==> config.mk <==
export PLATFORM = sky130hd
export DESIGN_NAME = int8_conv_mac_bias_leaky
export DESIGN_NICKNAME = d
export VERILOG_FILES = /design/src/rtl/core/icmb_pkg.sv /design/src/rtl/core/icmb_leaky.sv /design/src/rtl/core/int8_conv_mac_bias_leaky.sv
export SDC_FILE = /design/constraint.sdc
export NUM_CORES = 1
export LEC_CHECK = 0
export BUFFER_PORTS_ARGS = -buffer_cell sky130_fd_sc_hd__buf_2
export CAP_MARGIN = 20
export CORE_MARGIN = 2
export CORE_UTILIZATION = 35
export CTS_BUF_LIST = sky130_fd_sc_hd__clkbuf_8
export DETAILED_ROUTE_END_ITERATION = 8
export GPL_TIMING_DRIVEN = 0
export SYNTH_ARGS = -nofsm -noshare
export SYNTH_HDL_FRONTEND = slang
export SYNTH_SLANG_ARGS = --single-unit
==> constraint.sdc <==
create_clock -name clk -period 22.6 [get_ports clk]
set_input_delay 4.52 -clock clk [delete_from_list [all_inputs] [get_ports clk]]
set_output_delay 4.52 -clock clk [all_outputs]
set_load 0.005 [all_outputs]
==> src/rtl/core/icmb_pkg.sv <==
// ----------------------------------------------------------------------------
// icmb_pkg
// Shared widths and constants for the int8 convolution MAC with bias and
// leaky activation.
// ----------------------------------------------------------------------------
package icmb_pkg;

	// field widths
	localparam int ACT_W  = 8;
	localparam int WGT_W  = 8;
	localparam int BIAS_W = 16;
	localparam int PROD_W = ACT_W + WGT_W;
	localparam int ACC_W  = 32;
	localparam int OUT_W  = 16;

	// symmetric clamp bound applied to the accumulator, 256*256/2 - 1
	localparam int CLAMP_LIMIT = 256 * 256 / 2 - 1;

	// divide by ten as multiply by ceil(2^19 / 10) and shift, exact for
	// magnitudes up to 2^18
	localparam int LEAKY_DIVISOR   = 10;
	localparam int DIV_SHIFT       = 19;
	localparam int DIV_MULT        = ((1 << DIV_SHIFT) + LEAKY_DIVISOR - 1) / LEAKY_DIVISOR;
	localparam int DIV_PROD_W      = 2 * OUT_W;

	// reset value of the leaky enable register
	localparam logic LEAKY_RESET = 1'b1;

endpackage

==> src/rtl/core/icmb_leaky.sv <==
// ----------------------------------------------------------------------------
// icmb_leaky
// Leaky activation: a non-positive value is divided by ten, truncating
// toward zero, when enabled. Positive values pass unchanged.
// ----------------------------------------------------------------------------
module icmb_leaky (
	input  logic                               leaky_enable,
	input  logic signed [icmb_pkg::OUT_W-1:0] value,
	output logic signed [icmb_pkg::OUT_W-1:0] result
);
	import icmb_pkg::*;

	logic [OUT_W:0]        mag_wide;
	logic [OUT_W-1:0]      mag;
	logic [DIV_PROD_W-1:0] div_prod;
	logic [OUT_W-1:0]      quot;
	logic [OUT_W-1:0]      neg_quot;
	logic                  non_pos;

	// magnitude of a non-positive value, fits in OUT_W bits unsigned
	assign mag_wide = (OUT_W + 1)'(0) - {value[OUT_W-1], value};
	assign mag      = mag_wide[OUT_W-1:0];

	// reciprocal multiply gives floor(mag / 10)
	assign div_prod = DIV_PROD_W'(mag) * DIV_PROD_W'(DIV_MULT);
	assign quot     = OUT_W'(div_prod >> DIV_SHIFT);
	assign neg_quot = OUT_W'(0) - quot;

	// select divided value only for non-positive input
	assign non_pos = value[OUT_W-1] || (value == '0);
	assign result  = (leaky_enable && non_pos) ? $signed(neg_quot) : value;

endmodule

==> src/rtl/core/int8_conv_mac_bias_leaky.sv <==
// ----------------------------------------------------------------------------
// int8_conv_mac_bias_leaky
// Streaming int8 multiply-accumulate; on the last term the sum is clamped to
// +/-32767, biased with 16-bit wrap and optionally leaky-activated.
// ----------------------------------------------------------------------------
//  channel | handshake           | payload
//  --------+---------------------+-----------------------------------------
//  input   | in_valid / in_ready | activation, weight, bias, last_term
//  output  | out_valid/out_ready | out_value
//  config  | cfg_valid/cfg_ready | cfg_data (leaky enable)
//
// One term per cycle while no result waits on out_ready; after its last term
// is taken into the input register, a result passes the product, accumulate and
// clamp, bias add and leaky stages into the output register.
// The whole pipeline advances together and holds while a result waits on
// out_ready, so in_ready is low only during such a stall.
// Reset clears the accumulator, all stage valids and sets leaky enable to 1.
// ----------------------------------------------------------------------------
module int8_conv_mac_bias_leaky (
	input  logic                                clk,
	input  logic                                arst_n,
	input  logic                                in_valid,
	output logic                                in_ready,
	input  logic signed [icmb_pkg::ACT_W-1:0]  activation,
	input  logic signed [icmb_pkg::WGT_W-1:0]  weight,
	input  logic signed [icmb_pkg::BIAS_W-1:0] bias,
	input  logic                                last_term,
	output logic                                out_valid,
	input  logic                                out_ready,
	output logic signed [icmb_pkg::OUT_W-1:0]  out_value,
	input  logic                                cfg_valid,
	output logic                                cfg_ready,
	input  logic                                cfg_data
);
	import icmb_pkg::*;

	localparam logic signed [ACC_W-1:0] CLAMP_HI = ACC_W'(CLAMP_LIMIT);
	localparam logic signed [ACC_W-1:0] CLAMP_LO = -ACC_W'(CLAMP_LIMIT);

	logic                     advance;
	logic                     leaky_q;

	// stage 1: input register
	logic                     valid_s1;
	logic signed [ACT_W-1:0]  act_s1;
	logic signed [WGT_W-1:0]  wgt_s1;
	logic signed [BIAS_W-1:0] bias_s1;
	logic                     last_s1;

	// stage 2: product
	logic                     valid_s2;
	logic signed [PROD_W-1:0] prod_s2;
	logic signed [BIAS_W-1:0] bias_s2;
	logic                     last_s2;

	// stage 3: clamped dot product
	logic                     valid_s3;
	logic signed [OUT_W-1:0]  clamp_s3;
	logic signed [BIAS_W-1:0] bias_s3;

	// stage 4: biased value
	logic                     valid_s4;
	logic signed [OUT_W-1:0]  biased_s4;

	logic signed [ACC_W-1:0]  acc_q;
	logic signed [ACC_W-1:0]  acc_sum;
	logic signed [OUT_W-1:0]  clamp_val;
	logic signed [OUT_W-1:0]  biased_val;
	logic signed [OUT_W-1:0]  leaky_val;
	logic                     out_valid_q;
	logic signed [OUT_W-1:0]  out_value_q;

	// pipeline moves when the output register is free or being drained
	assign advance   = !out_valid_q || out_ready;
	assign in_ready  = advance;
	assign cfg_ready = 1'b1;
	assign out_valid = out_valid_q;
	assign out_value = out_value_q;

	// accumulate this product and clamp the running sum
	assign acc_sum = acc_q + ACC_W'(prod_s2);
	always_comb begin
		if (acc_sum > CLAMP_HI) begin
			clamp_val = OUT_W'(CLAMP_HI);
		end else if (acc_sum < CLAMP_LO) begin
			clamp_val = OUT_W'(CLAMP_LO);
		end else begin
			clamp_val = acc_sum[OUT_W-1:0];
		end
	end

	// bias add wraps to 16 bits
	assign biased_val = clamp_s3 + OUT_W'(bias_s3);

	icmb_leaky u_leaky (
		.leaky_enable (leaky_q),
		.value        (biased_s4),
		.result       (leaky_val)
	);

	// configuration register
	always_ff @(posedge clk or negedge arst_n) begin
		if (!arst_n) begin
			leaky_q <= LEAKY_RESET;
		end else if (cfg_valid && cfg_ready) begin
			leaky_q <= cfg_data;
		end
	end

	// control: stage valids, accumulator, output valid
	always_ff @(posedge clk or negedge arst_n) begin
		if (!arst_n) begin
			valid_s1    <= 1'b0;
			valid_s2    <= 1'b0;
			valid_s3    <= 1'b0;
			valid_s4    <= 1'b0;
			out_valid_q <= 1'b0;
			acc_q       <= '0;
		end else if (advance) begin
			valid_s1    <= in_valid;
			valid_s2    <= valid_s1;
			valid_s3    <= valid_s2 && last_s2;
			valid_s4    <= valid_s3;
			out_valid_q <= valid_s4;
			if (valid_s2) begin
				acc_q <= last_s2 ? '0 : acc_sum;
			end
		end
	end

	// payload registers
	always_ff @(posedge clk) begin
		if (advance) begin
			act_s1      <= activation;
			wgt_s1      <= weight;
			bias_s1     <= bias;
			last_s1     <= last_term;
			prod_s2     <= act_s1 * wgt_s1;
			bias_s2     <= bias_s1;
			last_s2     <= last_s1;
			clamp_s3    <= clamp_val;
			bias_s3     <= bias_s2;
			biased_s4   <= biased_val;
			out_value_q <= leaky_val;
		end
	end

endmodule
==> Implementation_results.wiki, run 1 <==
{| class="wikitable"
! Metric !! Value
|-
| Number of filler cells placed in the layout || 4489
|-
| CTS sink cnt || 168
|-
| Hold Slack || 0.4224 ns
|-
| Final sum of negative setup slack || 0 ns
|-
| Wire length of the first global-routing pass || 57550 um
|-
| Vert. Die Dim || 217.2 um
|-
| Number of flops mapped to enable cells by yosys || 130
|-
| Final instance count without filler cells || 2221
|-
| Share of flip-flops with an asynchronous set or reset || 22.62%
|-
| Highest Clock Rate || 94.78 MHz
|-
| Sort of element at the start of the critical path || input port
|-
| Clock tree skew after final layout || 0.01949 ns
|-
| Total Routed Length || 34540 um
|-
| Placeable core region || 45090 sq um
|-
| Synthesized netlist net count || 1904
|-
| GRT Total Usage || 15.48%
|-
| Detail Placement HPWL || 28690 um
|-
| Number of design-rule violations left by the first detailed-router iteration || 635
|-
| Setup repair after global routing missed its margin || false
|-
| Capturing element type of the critical path || primary output
|-
| Total of max-cap violations || 0
|-
| Sequential Area || 4856 sq um
|-
| Share of the clock period used by the worst path after layout || 46.68%
|-
| Path category of the worst min-delay check || reg -> reg
|-
| Post-CTS setup-driven buffer insertion count || 0
|-
| Number of iterations in the first detailed-routing pass || 5
|-
| Final slew viol count || 0
|-
| Number of levels in the clock H-tree || 4
|-
| Required time of the critical path || 18.08 ns
|-
| Instance count of the mapped netlist || 1530
|-
| Initial core utilization || 35.29%
|-
| Mean post-synth cell area || 10.40 sq um
|-
| Fraction of layout instances using a drive strength above 1 || 7.773%
|-
| Clock tree from TritonCTS || done
|-
| Syn. warnings || 0
|-
| Library cell occupying the most area in the post-synthesis netlist || sky130_fd_sc_hd__edfxtp_1
|-
| Diode insertion count for antenna repair || 0
|-
| WS Path Type || in -> out
|-
| Detailed-route wire length per cell || 15.55 um
|-
| Die boundary width || 217.2 um
|-
| Yosys reg bits || 168
|-
| Die Outline Area || 47180 sq um
|-
| Area of combinational cells with multiple inputs || 10060 sq um
|-
| Later-pin clock latency in the skew report || 0.53 ns
|-
| Initial antenna violation count || 0
|-
| Pin count of the biggest net entering global routing || 58
|-
| Num rows || 78
|-
| Register clock-pin slew on the reported worst setup and hold paths || 0.10 ns
|-
| CTS buffer count || 17
|-
| Number of buffers inserted by port buffering || 56
|-
| Setup violators final || 0
|-
| Clock root buffer || sky130_fd_sc_hd__clkbuf_8
|-
| Area delta synth->final || 9.365%
|-
| Ratio of routed vias to standard cells || 4.866
|-
| DR DRC count || 0
|-
| Global-route congestion overflow total || 0
|-
| Net count of the finished layout || 1982
|-
| Max-Slew Margin vs Limit || 34.99%
|-
| Most common library cell in the layout ignoring fill and taps || sky130_fd_sc_hd__inv_1
|-
| Cells resized by post-CTS repair || 0
|-
| Via count of the first global-routing pass || 11240
|-
| Synth top area share || 24.53%
|-
| Biggest area contributors in the synthesized netlist || sky130_fd_sc_hd__edfxtp_1 25%, sky130_fd_sc_hd__fa_1 16%, sky130_fd_sc_hd__ha_1 16%
|-
| Worst EP arrival || 6.03 ns
|-
| Measured slew at the worst slew-check pin || 0.9718 ns
|-
| Sequential element share of the synthesized area || 30.52%
|-
| Shortest clock period the worst path allows after layout || 10.55 ns
|-
| Ports placed on the boundary || 58
|-
| Placer's final routability congestion estimate || 0.9029
|-
| Core utilization of the finished layout || 38.59%
|-
| Netlist cell types || 82
|-
| Post-synth top flop || sky130_fd_sc_hd__edfxtp_1
|-
| Via count || 10810
|-
| Most frequent cells in the layout || 235 x sky130_fd_sc_hd__inv_1, 205 x sky130_fd_sc_hd__ha_1, 130 x sky130_fd_sc_hd__fa_1, 130 x sky130_fd_sc_hd__edfxtp_1, 103 x sky130_fd_sc_hd__nand2_1
|-
| Total count of hold-check failures in the final report || 0
|-
| Run status || finished, final reports clean
|-
| Placed instance count || 2189
|-
| Netlist Area Pre-Place || 15910 sq um
|-
| Worst-path maximum fanout || 57
|-
| Antenna-violating nets left || 0
|-
| Maximum clock path buffer count || 2
|-
| Number of hold-repair buffers added at the cts stage || 0
|}
[cell families after synthesis]
kind of cell / Yosys count / synth area share [%]
other cells: 1 / 0.02357
xor+xnor: 120 / 6.605
flops: 168 / 30.52
fa+ha+maj: 335 / 32.48
mux: 6 / 0.4089
buf+inv: 264 / 6.283
simple gates: 333 / 11.08
compound gates: 303 / 12.61
[worst max-delay path, cell delays in order]
cell and delay [ns]:
sky130_fd_sc_hd__buf_2 0.07, sky130_fd_sc_hd__nand2b_1 0.08, sky130_fd_sc_hd__clkbuf_4 0.52, sky130_fd_sc_hd__buf_16 0.33
sky130_fd_sc_hd__buf_12 0.27, sky130_fd_sc_hd__buf_2 0.16
[worst paths after layout]
check	startpoint	depth (start not counted)	endpoint	slack, ns
worst max-delay path	out_ready	6	in_ready	12.05
worst min-delay path	bias_s1[9]	0	bias_s2[9]	0.42
worst max register to register	biased_s4[3]	30	out_value[12]	13.20
worst min register to register	bias_s1[9]	0	bias_s2[9]	0.42
max in group asynchronous	arst_n	1	acc_q[0]	17.85
min in group asynchronous	arst_n	1	acc_q[24]	4.14
[synthesized netlist by cell type (all sizes together), types with 3 or more instances]
master and instances:
o21bai 8, a311oi 4, or4 3, nor2b 13, nand3 17, xnor2 65, a31oi 7, edfxtp 130
o21ai 85, or3 8, nor2 54, o31ai 10, and3 11, a211o 3, o2111ai 5, dfrtp 37
xor2 55, fa 130, mux2 4, a21o 43, nor3 16, o211ai 6, a21oi 71, inv 235
buf 5, a211oi 11, o21a 12, ha 205, nor4 4, nor4b 4, nand4 15, clkbuf 24
and2 49, a21boi 5, nand2b 21, a22o 8, and4 5, nand2 103
[per-layer routing]
metal	up-vias	routed length [um]	GRT usage (%)
li1	5405	-	-
met1	5204	15630	19.57
met2	157	16950	26.71
met3	41	1245	2.711
met4	0	706	5.160
met5	-	0	0
[flip-flops by register name, summed over array words and instances (netlist names), 8 cells and up]
| signal | flops |
|---|---|
| act_s1 | 8 |
| biased_s4 | 16 |
| clamp_s3 | 16 |
| acc_q | 32 |
| out_value | 16 |
| bias_s1 | 16 |
| bias_s2 | 16 |
| prod_s2 | 16 |
| bias_s3 | 16 |
| wgt_s1 | 8 |
[through the flow]
stage | setup slack [ns] | area, sq um
finish | 12.05 | 17400
global route | 11.89 | 17400
CTS | 11.99 | 17400
detailed placement | 11.99 | 17010
global placement | 7.373 | 16940
floorplan | 9.734 | 15910
[final cells by class]
type                       count  area share [%]
timing repair buffer          59           1.949
clock buffer                  17           1.345
multi-input combinational   1098           57.79
buffer                        29          0.6974
clock inverter                15          0.9347
inverter                     235           5.069
tap                          600           4.314
sequential                   168           27.90
Power of run 1 is left out: the tool's default activity adds up to more than one toggle a clock period on the data nets, which glitch-free logic cannot reach.
==> run 2: changes to the inputs <==
==> constraint.sdc (replaced) <==
create_clock -name clk -period 8.6 [get_ports clk]
set_input_delay 1.72 -clock clk [delete_from_list [all_inputs] [get_ports clk]]
set_output_delay 1.72 -clock clk [all_outputs]
set_load 0.005 [all_outputs]
==> Implementation_results.wiki, run 2 (synthesis gave the netlist of run 1 again) <==
{| class="wikitable"
! Metric !! Value
|-
| Run status || finished, final reports clean
|-
| Capturing element type of the critical path || flop
|-
| Area of combinational cells with multiple inputs || 10270 sq um (+2.1%)
|-
| Path category of the worst min-delay check || reg -> reg
|-
| Antenna-violating nets left || 0 (unchanged)
|-
| Total of max-cap violations || 0 (unchanged)
|-
| Worst path setup slack after routing || 0.2862 ns (-11.76 ns)
|-
| Share of the clock period used by the worst path after layout || 96.67%
|-
| Required time of the critical path || 8.84 ns (-9.24 ns)
|-
| Initial antenna violation count || 0 (unchanged)
|-
| Clock tree from TritonCTS || done
|-
| CTS buffer count || 17 (unchanged)
|-
| Diode insertion count for antenna repair || 0 (unchanged)
|-
| Number of hold-repair buffers added at the cts stage || 0 (unchanged)
|-
| Detailed-route wire length per cell || 15.62 um (+0.44%)
|-
| Pin count of the biggest net entering global routing || 58 (unchanged)
|-
| Placeable core region || 45090 sq um (unchanged)
|-
| Worst EP arrival || 8.55 ns (+2.52 ns)
|-
| Maximum clock path buffer count || 2 (unchanged)
|-
| Core utilization of the finished layout || 39.42% (+0.83 points)
|-
| Highest Clock Rate || 120.3 MHz
|-
| Wire length of the first global-routing pass || 57940 um (+0.67%)
|-
| Critical path's top delay family || adder cells
|-
| Fraction of layout instances using a drive strength above 1 || 10.79% (+3.0 points)
|-
| Die Outline Area || 47180 sq um (unchanged)
|-
| CTS sink cnt || 168 (unchanged)
|-
| Number of design-rule violations left by the first detailed-router iteration || 590 (-7.1%)
|-
| Number of buffer and inverter stages on the critical path || 8 (+3)
|-
| Slowest Stage Delay on Critical Path || 0.63 ns (+0.11 ns)
|-
| Setup violators final || 0 (unchanged)
|-
| Worst-path cell with the longest stage delay || sky130_fd_sc_hd__or4_1
|-
| Clock root buffer || sky130_fd_sc_hd__clkbuf_8
|-
| Most common library cell in the layout ignoring fill and taps || sky130_fd_sc_hd__inv_1
|-
| Max-Slew Margin vs Limit || 35.60% (+0.61 points)
|-
| Post-placement worst setup slack || -0.8844 ns (-12.88 ns)
|-
| Measured slew at the worst slew-check pin || 0.9660 ns (-0.005788 ns)
|-
| WS Path Type || reg -> reg
|-
| Sequential Area || 4856 sq um (unchanged)
|-
| DR DRC count || 0 (unchanged)
|-
| Max reg flops || 32 (unchanged)
|-
| Total count of hold-check failures in the final report || 0 (unchanged)
|-
| Area delta synth->final || 11.72%
|-
| Num rows || 78 (unchanged)
|-
| Ports placed on the boundary || 58 (unchanged)
|-
| Shortest clock period the worst path allows after layout || 8.314 ns
|-
| Number of iterations in the first detailed-routing pass || 5 (unchanged)
|-
| Detail Placement HPWL || 28690 um (unchanged)
|-
| Total Routed Length || 35000 um (+1.3%)
|-
| Register-to-register setup slack || 0.29 ns (-12.91 ns)
|-
| Number of levels in the clock H-tree || 4 (unchanged)
|-
| Sort of element at the start of the critical path || flop
|-
| Clock tree skew after final layout || 0.01986 ns (+0.0003684 ns)
|-
| Net count of the finished layout || 2002 (+1.0%)
|-
| Number of filler cells placed in the layout || 4457 (-0.71%)
|-
| Via count of the first global-routing pass || 11340 (+0.89%)
|-
| Via count || 10940 (+1.2%)
|-
| GRT Total Usage || 15.59% (+0.11 points)
|-
| Final slew viol count || 0 (unchanged)
|-
| Initial core utilization || 35.29% (unchanged)
|-
| Global-route congestion overflow total || 0 (unchanged)
|-
| Later-pin clock latency in the skew report || 0.52 ns (about the same)
|-
| Hold Slack || 0.4194 ns (-0.003039 ns)
|-
| Ratio of routed vias to standard cells || 4.881 (+0.32%)
|-
| Worst-path maximum fanout || 6 (-89%)
|-
| Register clock-pin slew on the reported worst setup and hold paths || 0.11 ns (about the same)
|-
| Most frequent cells in the layout || 235 x sky130_fd_sc_hd__inv_1, 201 x sky130_fd_sc_hd__ha_1, 130 x sky130_fd_sc_hd__fa_1, 130 x sky130_fd_sc_hd__edfxtp_1, 103 x sky130_fd_sc_hd__nand2_1
|-
| Number of buffers inserted by port buffering || 56 (unchanged)
|-
| Placer's final routability congestion estimate || 0.9029 (unchanged)
|-
| Top reg by flops || acc_q
|-
| Die boundary width || 217.2 um (unchanged)
|-
| Vert. Die Dim || 217.2 um (unchanged)
|}
-- run 2: changes by cell type in the layout (fill, tap and decap cells not counted), sizes merged --
cell,before,now
buf,64,87
clkbuf,41,38
-- run 2: cell type report --
type | instances | area share (%)
buffer | 26 | 0.6194
sequential | 168 | 27.32
tap | 600 | 4.223
clock buffer | 17 | 1.316
multi-input combinational | 1098 | 57.77
inverter | 235 | 4.962
timing repair buffer | 82 | 2.879
clock inverter | 15 | 0.9150
-- run 2: metal layers --
| layer | wire length, um | global-route usage [%] | vias up |
|---|---|---|---|
| li1 | - | - | 5438 |
| met1 | 15860 | 19.52 | 5291 |
| met2 | 17280 | 27.03 | 160 |
| met3 | 1083 | 2.781 | 50 |
| met4 | 779 | 5.297 | 0 |
| met5 | 0 | 0 | - |
-- run 2: worst paths after layout --
check / depth (start not counted) / to / start
setup / recovery: 30 / out_value[10] / biased_s4[7]
hold / removal: 0 / bias_s3[5] / bias_s2[5]
setup reg to reg: 30 / out_value[10] / biased_s4[7]
hold reg to reg: 0 / bias_s3[5] / bias_s2[5]
max in group asynchronous: 1 / acc_q[0] / arst_n
min in group asynchronous: 1 / acc_q[24] / arst_n
-- run 2: stage by stage --
stage	setup TNS, ns	std cells	area [sq um]
after floorplan	0	1530	15910
final	0	2241	17780
after CTS	-0.1930	2229	17560
after global placement	-51.08	2186	16940
after detailed placement	-5.155	2189	17010
after global routing	-0.04867	2241	17780
-- run 2: repair_timing --
| item | CTS | global route |
|---|---|---|
| endpoints found under the setup margin | 12 | 8 |
| resized for setup | 12 | 22 |
| pin swaps | 4 | 8 |
| buffers inserted | 8 | 15 |
Power of run 2 is left out for the same reason.
